## src/hw/rtl/crtsb_pkg.sv

```systemverilog
// ----------------------------------------------------------------------------
// crtsb_pkg
// Shared types, constants and tables for the scanline beam sampler.
// ----------------------------------------------------------------------------
package crtsb_pkg;

  localparam int DEF_MAX_LINES = 256;
  localparam int TAP_COUNT     = 4;

  localparam logic [8:0]  LINE_COUNT_RST = 9'd224;
  localparam logic [12:0] SIGMA_RST      = 13'd2048;
  localparam logic [12:0] ONE_Q12        = 13'd4096;
  localparam logic [16:0] LOG2E_Q16      = 17'd94548;
  localparam logic [17:0] SQRT2PI_Q16    = 18'd164274;
  localparam logic [13:0] OUT_MAX        = 14'd16383;

  localparam logic [1:0] CFG_LINE_COUNT   = 2'd0;
  localparam logic [1:0] CFG_DARK_SIGMA   = 2'd1;
  localparam logic [1:0] CFG_BRIGHT_SIGMA = 2'd2;

  localparam logic OP_WRITE  = 1'b0;
  localparam logic OP_SAMPLE = 1'b1;

  typedef struct packed {
    logic              is_sample;
    logic              wr_ok;
    logic [7:0]        idx;
    logic [12:0]       level;
    logic [15:0]       pos;
    logic signed [9:0] first;
  } crtsb_entry_t;

  typedef struct packed {
    logic [8:0]  line_count;
    logic [12:0] dark_sigma;
    logic [12:0] bright_sigma;
  } crtsb_cfg_t;

  // 2^(-j/16) in Q1.16, entry 16 is one half
  function automatic logic [16:0] pow2_frac(input logic [4:0] j);
    logic [16:0] v;
    unique case (j)
      5'd0:    v = 17'd65536;
      5'd1:    v = 17'd62757;
      5'd2:    v = 17'd60097;
      5'd3:    v = 17'd57549;
      5'd4:    v = 17'd55109;
      5'd5:    v = 17'd52773;
      5'd6:    v = 17'd50535;
      5'd7:    v = 17'd48393;
      5'd8:    v = 17'd46341;
      5'd9:    v = 17'd44376;
      5'd10:   v = 17'd42495;
      5'd11:   v = 17'd40693;
      5'd12:   v = 17'd38968;
      5'd13:   v = 17'd37316;
      5'd14:   v = 17'd35734;
      5'd15:   v = 17'd34219;
      default: v = 17'd32768;
    endcase
    return v;
  endfunction

  function automatic logic [12:0] clamp_sigma(input logic [12:0] s);
    logic [12:0] v;
    if (s == 13'd0) v = 13'd1;
    else if (s > ONE_Q12) v = ONE_Q12;
    else v = s;
    return v;
  endfunction

endpackage

```

## src/hw/rtl/crtsb_front.sv

```systemverilog
// ----------------------------------------------------------------------------
// crtsb_front
// Accepts input transfers, classifies them and computes the first tap line.
// ----------------------------------------------------------------------------
module crtsb_front import crtsb_pkg::*; #(
  parameter int MAX_LINES = DEF_MAX_LINES
) (
  input  logic         in_tvalid,
  output logic         in_tready,
  input  logic [39:0]  in_tdata,
  input  logic         in_tuser,
  input  logic         q_full,
  output logic         q_push,
  output crtsb_entry_t q_entry
);

  localparam logic [12:0] ML = 13'(MAX_LINES);

  logic [15:0] pos;
  logic [16:0] pos_rnd;

  assign in_tready = !q_full;
  assign q_push    = in_tvalid && !q_full;
  assign pos       = in_tdata[36:21];
  assign pos_rnd   = {1'b0, pos} + 17'd128;

  always_comb begin
    q_entry.is_sample = (in_tuser == OP_SAMPLE);
    q_entry.idx       = in_tdata[7:0];
    q_entry.level     = in_tdata[20:8];
    q_entry.pos       = pos;
    q_entry.wr_ok     = ({5'd0, in_tdata[7:0]} < ML);
    q_entry.first     = $signed({1'b0, pos_rnd[16:8]}) - 10'sd2;
  end

endmodule

```

## config.mk

```make
export PLATFORM = sky130hd
export DESIGN_NAME = crtsb_front
export DESIGN_NICKNAME = d
export VERILOG_FILES = /design/src/hw/rtl/crtsb_pkg.sv /design/src/hw/rtl/crtsb_front.sv
export SDC_FILE = /design/constraint.sdc
export NUM_CORES = 1
export LEC_CHECK = 0
export ABC_CLOCK_PERIOD_IN_PS = 2300
export BUFFER_PORTS_ARGS = -buffer_cell sky130_fd_sc_hd__buf_2
export CAP_MARGIN = 20
export CORE_MARGIN = 4
export CORE_UTILIZATION = 33
export DETAILED_ROUTE_END_ITERATION = 12
export PLACE_DENSITY = 0.85
export SYNTH_ARGS = -nofsm -noshare
export SYNTH_HDL_FRONTEND = slang
export SYNTH_SLANG_ARGS = --single-unit
```

## constraint.sdc

```tcl
create_clock -name vclk -period 2.3
set_clock_uncertainty 0.15 [all_clocks]
set_input_delay 0.23 -clock vclk [all_inputs]
set_output_delay 0.23 -clock vclk [all_outputs]
set_load 0.01 [all_outputs]
```

==> metrics.txt <==
outcome finished, final reports clean; count of nets after finishing 129; synth top area cells buf_4 42%, xnor2_1 7.6%, xor2_2 4.7%; die area 2884 um2; Total Routing Usage GR 0.08343; Initial Util 0.3479; First DRT Iteration DRCs 1; leading area contributor after synthesis buf_4; DR vias/cell 4.798; M1 WL a little over 500 um; met3 wire length around 170 um; final hold violations 0; Sw Share 0.5595; Post-CTS Repair Setup Buffers 0; fmax 0.4604 GHz; hold crit path type input port to output port; post-DP HPWL 1192 um; crit-path most repeated cell buf_2; IO Pins 94; largest net degree at the start of global routing 10; DRC 0; switching power total around 0.067 mW; num sequential 0; num rows 16; WS Path Type input port to output port; initial antenna violation count 0; Final Setup Violations 0; chip width 53.71 um; RD Place Congestion 0.7567; most frequent cells after synthesis 39 x buf_4, 6 x xnor2_1, 4 x nand3_1; post-synth top area share 0.4247; CLK BUF 0; Clk network pwr share 0; syn_nets between 100 and 150; Syn Area/Cell just under 8 um2; Slew Limit Fails 0; die height 53.71 um; DRT antenna net count 0; ratio of cells with drive above 1 in the final layout 0.5976; Total Wirelength 1341 um; crit end category output port; Core ar. 1982 um2; Synth cell types 30; Final period util 0.9444; grt total ovfl 0; Worst EP arrival 1790 ps; max cap viols 0; number of diodes 0; vias in the first global route 442; count leader, synth buf_4; Post-CTS Hold Fix Bufs 0; max incr delay on CP between 300 and 400 ps; internal power 0.05282 mW; overall power 0.1199 mW; IO buf count 32; drt first pass iters 2; first-pass GRT wire length 1945 um; synth warn 0; Placed Area just over 600 um2; Via Count 523; cells along the critical path buf_2, buf_4, nand3_4, nor2_2, mux2_4, o31a_1, a211oi_2, buf_2; Max VDD drop between 0.00006 and 0.00007 V; Synth-to-Final Area Change -10.71%; clock period minus final worst setup slack 2172 ps; largest fanout on the critical path 6; uppermost routed layer met4; Cells after Synth 88; register area share after synthesis 0; met2 wire length 612 um; sequential power share 0; post-route cell area approximately 620 um2; PostCTS Resize Cnt 0; setup TNS 0 ps; leakage power 0.2676 nW; WL/cell 12.30 um; Logic pwr share 1.000; CP max stage cell mux2_4; RSZ-0062 raised after global routing no; startpoint types input port; Final Non-Filler Cells 109; FILL cells 227; Post-Place Cells 109; Post-Syn Area 689.4 um2; FF/Latch Area 0 um2; pwr/cell area 194.8 nW/um2; worst path required time about 1900 ps
## cell families (layout without fill, tap and decap cells)
| kind of cell | Yosys count | count (layout) | synth area share |
|---|---|---|---|
| compound gates | 7 | 7 | 0.09982 |
| xor+xnor | 9 | 9 | 0.1361 |
| fa+ha+maj | 2 | 2 | 0.03629 |
| buf+inv | 44 | 38 | 0.4555 |
| mux | 2 | 2 | 0.03629 |
| other cells | 1 | 1 | 0.005439 |
| simple gates | 23 | 23 | 0.2305 |
## worst max-delay path: cells and delay by family
family / cells / cell delay, ps
buffers and inverters: 3 / 380
muxes: 1 / 340
and+or+nand+nor: 2 / 350
AOI/OAI and AO/OA: 2 / 490
## routing by layer
metal,vias up,global-route usage
li1,242,-
met1,232,0.1033
met2,33,0.1331
met3,16,0.01662
met4,0,0.04681
met5,-,0
## power groups by stage
stage	Clock, mW	Sequential, mW	Combinational, mW
CTS	0	0	0.119
finish	0	0	0.120
global route	0	0	0.132
floorplan	0	0	0.130
global placement	0	0	0.116
detailed placement	0	0	0.119
## worst paths after layout
path         start     endpoint  slack, ps  depth (start not counted)
max   in_tdata[28]   q_entry[7]        130                          8
min   in_tdata[25]  q_entry[14]        310                          0
## through the flow
step / hold WS (ps) / setup slack, ps / utilization
3_3_place_gp: 310.1 / 98.59 / 0.3043
2_1_floorplan: 353.5 / 200.2 / -
5_1_grt: 310.0 / 39.38 / 0.3106
3_5_place_dp: 310.1 / 61.22 / 0.3043
4_1_cts: 310.1 / 62.01 / 0.3043
6_report: 310.0 / 127.9 / 0.3106
## cells in the final DEF, fill, tap and decap left out, drive strengths merged, types with 2 or more instances in the layout
cell   instances
xor2           3
xnor2          6
nand2          4
nand4          3
nor2           4
ha             2
nor4           3
buf           35
inv            3
nand3          5
or3            2
## final cells by class
| type | count | area (um2) | share of cell area |
|---|---|---|---|
| Tap cell | 27 | 33.78 | 0.05488 |
| Timing Repair Buffer | 35 | 182.7 | 0.2967 |
| Inverter | 3 | 11.26 | 0.01829 |
| Multi-Input combinational cell | 44 | 387.9 | 0.6301 |
Note: power is estimated with default switching activity, not from simulation.
