[src/hw/rtl/crtsb_pkg.sv]
// ----------------------------------------------------------------------------
// crtsb_pkg
// Shared types, constants and tables for the scanline beam sampler.
// ----------------------------------------------------------------------------
package crtsb_pkg;

  localparam int DEF_MAX_LINES = 256;
  localparam int TAP_COUNT     = 4;

  localparam logic [8:0]  LINE_COUNT_RST = 9'd224;
  localparam logic [12:0] SIGMA_RST      = 13'd2048;
  localparam logic [12:0] ONE_Q12        = 13'd4096;
  localparam logic [16:0] LOG2E_Q16      = 17'd94548;
  localparam logic [17:0] SQRT2PI_Q16    = 18'd164274;
  localparam logic [13:0] OUT_MAX        = 14'd16383;

  localparam logic [1:0] CFG_LINE_COUNT   = 2'd0;
  localparam logic [1:0] CFG_DARK_SIGMA   = 2'd1;
  localparam logic [1:0] CFG_BRIGHT_SIGMA = 2'd2;

  localparam logic OP_WRITE  = 1'b0;
  localparam logic OP_SAMPLE = 1'b1;

  typedef struct packed {
    logic              is_sample;
    logic              wr_ok;
    logic [7:0]        idx;
    logic [12:0]       level;
    logic [15:0]       pos;
    logic signed [9:0] first;
  } crtsb_entry_t;

  typedef struct packed {
    logic [8:0]  line_count;
    logic [12:0] dark_sigma;
    logic [12:0] bright_sigma;
  } crtsb_cfg_t;

  // 2^(-j/16) in Q1.16, entry 16 is one half
  function automatic logic [16:0] pow2_frac(input logic [4:0] j);
    logic [16:0] v;
    unique case (j)
      5'd0:    v = 17'd65536;
      5'd1:    v = 17'd62757;
      5'd2:    v = 17'd60097;
      5'd3:    v = 17'd57549;
      5'd4:    v = 17'd55109;
      5'd5:    v = 17'd52773;
      5'd6:    v = 17'd50535;
      5'd7:    v = 17'd48393;
      5'd8:    v = 17'd46341;
      5'd9:    v = 17'd44376;
      5'd10:   v = 17'd42495;
      5'd11:   v = 17'd40693;
      5'd12:   v = 17'd38968;
      5'd13:   v = 17'd37316;
      5'd14:   v = 17'd35734;
      5'd15:   v = 17'd34219;
      default: v = 17'd32768;
    endcase
    return v;
  endfunction

  function automatic logic [12:0] clamp_sigma(input logic [12:0] s);
    logic [12:0] v;
    if (s == 13'd0) v = 13'd1;
    else if (s > ONE_Q12) v = ONE_Q12;
    else v = s;
    return v;
  endfunction

endpackage

[src/hw/rtl/crtsb_fifo.sv]
// ----------------------------------------------------------------------------
// crtsb_fifo
// Two-entry queue between front and back.
// ----------------------------------------------------------------------------
module crtsb_fifo import crtsb_pkg::*; (
  input  logic         clk,
  input  logic         rst_n,
  input  logic         push,
  input  crtsb_entry_t push_entry,
  output logic         full,
  input  logic         pop,
  output logic         valid,
  output crtsb_entry_t pop_entry
);

  crtsb_entry_t mem_r [2];
  logic       wp_r, rp_r;
  logic [1:0] cnt_r;

  assign full      = (cnt_r == 2'd2);
  assign valid     = (cnt_r != 2'd0);
  assign pop_entry = mem_r[rp_r];

  always_ff @(posedge clk) begin
    if (push) mem_r[wp_r] <= push_entry;
  end

  always_ff @(posedge clk) begin
    if (!rst_n) begin
      wp_r  <= 1'b0;
      rp_r  <= 1'b0;
      cnt_r <= 2'd0;
    end else begin
      if (push) wp_r <= !wp_r;
      if (pop)  rp_r <= !rp_r;
      cnt_r <= cnt_r + {1'b0, push} - {1'b0, pop};
    end
  end

endmodule

[config.mk]
export PLATFORM = sky130hd
export DESIGN_NAME = crtsb_fifo
export DESIGN_NICKNAME = d
export VERILOG_FILES = /design/src/hw/rtl/crtsb_pkg.sv /design/src/hw/rtl/crtsb_fifo.sv
export SDC_FILE = /design/constraint.sdc
export NUM_CORES = 1
export LEC_CHECK = 0
export BUFFER_PORTS_ARGS = -buffer_cell sky130_fd_sc_hd__buf_2
export CORE_MARGIN = 10
export CORE_UTILIZATION = 47
export DETAILED_ROUTE_END_ITERATION = 10
export GPL_ROUTABILITY_DRIVEN = 0
export PLACE_DENSITY = 0.75
export SETUP_SLACK_MARGIN = 0.4
export SLEW_MARGIN = 20
export SYNTH_ARGS = -nofsm -noshare
export SYNTH_HDL_FRONTEND = slang
export SYNTH_SLANG_ARGS = --single-unit
[constraint.sdc]
create_clock -name clk -period 6.55 [get_ports clk]
set_input_delay 1.31 -clock clk [delete_from_list [all_inputs] [get_ports clk]]
set_output_delay 1.31 -clock clk [all_outputs]
set_load 0.05 [all_outputs]
==> metrics <==
Final Power 0.00147 W; #FFs+latches synth 103; DR pass1 iterations 4; total gr overflow 0; synth unique cells 15; Net Count, Synth 228; clock sink count 103; clock slew at reported path FFs around 0.09 ns; initial DRC count 49; Post-CTS Hold Buffers 0; DRC 0; starting density of the core 0.488; Post-synth EDFFs slightly below 100; peak supply drop 191 uV; post-cts repair resize count 0; MaxCap Viol Count 0; core footprint 7810 um2; async set or reset register ratio after synthesis 0; slowest CP cell dfxtp_2; pin count of the biggest net entering global routing 33; count of final hold-check violations 0; Setup Skew 0.0110 ns; Place WS 3.44 ns; status finished, final reports clean; Die Wd 110 um; layout cells sized above 1 0.603; Hold WC Path Type reg -> reg; # rows 32; f_max 291 MHz; Final Setup Violations 0; Syn Area/Cell 22.0 um2; PD cells approximately 310 nW/um2; CP max FO 28; total negative slack 0 ns; final period utilization 0.524; clock buffer depth 2; Ys Warns 0; CP endpoint kind primary output; dominant cells by area after synthesis edfxtp_1 (77%), mux2_2 (12%), mux2_4 (3.9%); CTS tree built; largest area contributor in the synthesized netlist edfxtp_1; Critical Setup Path Class reg -> out; Ports 104; number of vias per cell ~4.7; clk root buf clkbuf_8; Top Metal Used met4; worst skew pair latency 0.35 ns; Post-CTS Setup Repair Bufs 0; arrival time worst endpoint approximately 2.1 ns; WL met3 628 um; IO buf count a little over 100; max-slew violation count 0; register area share after synthesis 0.799; die area 12,100 um2; overall routing resource usage 0.109; CTS buffer count 9; Mapped Area 3810 um2; number of global-route vias before repair 1,981; die height 110 um; Rel. slew slack 0.495; Top FF cell, synth edfxtp_1; Worst Max-Slew Pin Slew 0.756 ns; fin nets 340; initial antenna violation count 0; CP Launch Type register; CTS H-tree depth 3; Worst Path Required 5.24 ns; Area Growth Syn to Fin 22.4%; Post-DRT Antenna Nets 0; WL/cell 17.3 um; final WL 6.76 mm; Post-DP HPWL approximately 4.8 mm; n_diodes 0; Yosys top cell area share 0.773; fin crit period ~3.4 ns; met2 WL post-DR 3.41 mm; RSZ-0062 raised after global routing false; critical-path cell list buf_4 > mux2_2 > buf_2; DR vias 1,857; final setup margin 3.12 ns; CP max stage delay 0.67 ns; LEAKAGE 1.79 nW; Gate Count Post-Synth 173; first-pass GRT wire length 9.96 mm; Post-Route M1 WL between 2 and 3 mm
[power breakdown]
group / switching, W / leakage, nW / internal (W)
registers: 0.0000143 / 0.962 / 0.000760
clock network: 0.000212 / 0.108 / 0.000220
logic: 0.000179 / 0.717 / 0.0000815
[Yosys cell counts (2+ instances only)]
cell type	count
inv_1	2
and2_1	4
mux2_4	10
buf_4	3
ha_1	2
mux2_2	39
edfxtp_1	98
nor2b_1	4
dfxtp_1	5
[through the flow]
step           utilization  cell area, um2  instances  hold slack [ns]
2_1_floorplan            -            3810        173            0.555
3_5_place_dp         0.568            4440        376            0.568
4_1_cts              0.597            4660        392            0.582
3_3_place_gp         0.568            4440        376            0.561
5_1_grt              0.597            4660        392            0.614
6_report             0.597            4660        392            0.578
[final cells by class]
type | count | area, um2
Fill cell | 609 | 3140
Sequential cell | 103 | 3040
Multi-Input combinational cell | 63 | 718
Timing Repair Buffer | 106 | 538
Tap cell | 102 | 128
Clock buffer | 9 | 124
Clock inverter | 7 | 104
Inverter | 2 | 7.51
[sequential cells by signal (all words and copies together), names as in the netlist, named ones only]
| signal | count |
|---|---|
| mem_r | 98 |
| cnt_r | 2 |
| rp_r | 1 |
| wp_r | 1 |
[layer usage]
metal / vias up / track usage
li1: 897 / -
met1: 886 / 0.120
met2: 65 / 0.185
met3: 9 / 0.0459
met4: 0 / 0.0446
met5: - / 0
[logic make-up after synthesis]
kind of cell,synth area share
compound gates,0.00197
fa+ha+maj,0.00657
xor+xnor,0.00821
flops,0.799
mux,0.155
simple gates,0.0148
buf+inv,0.0148
[worst max-delay path, delay by kind of cell (launching register included)]
kind	cells	cell delay, ns
multiplexers	1	0.40
buffers and inverters	2	0.69
flip-flops	1	0.67
[cells in the final DEF (no fill, tap or decap), drive strengths merged]
cell type and instances:
and2 4, buf 106, bufinv 2, clkbuf 9, clkinv 1, clkinvlp 2
dfxtp 5, edfxtp 98, ha 2, inv 4, mux2 49, nor2b 4
o21a 1, or2 1, xnor3 1, xor2 1
[final timing paths]
path | depth (start not counted) | slack (ns) | from | to
min reg2reg | 2 | 0.58 | rp_r$_SDFFE_PN0P_ | register
max | 3 | 3.12 | register | pop_entry[7]
max reg2reg | 2 | 4.80 | wp_r$_SDFFE_PN0P_ | mem_r[0][5]$_DFFE_PP_
min | 2 | 0.58 | rp_r$_SDFFE_PN0P_ | register
No activity file was read; power rests on OpenSTA's default activity.
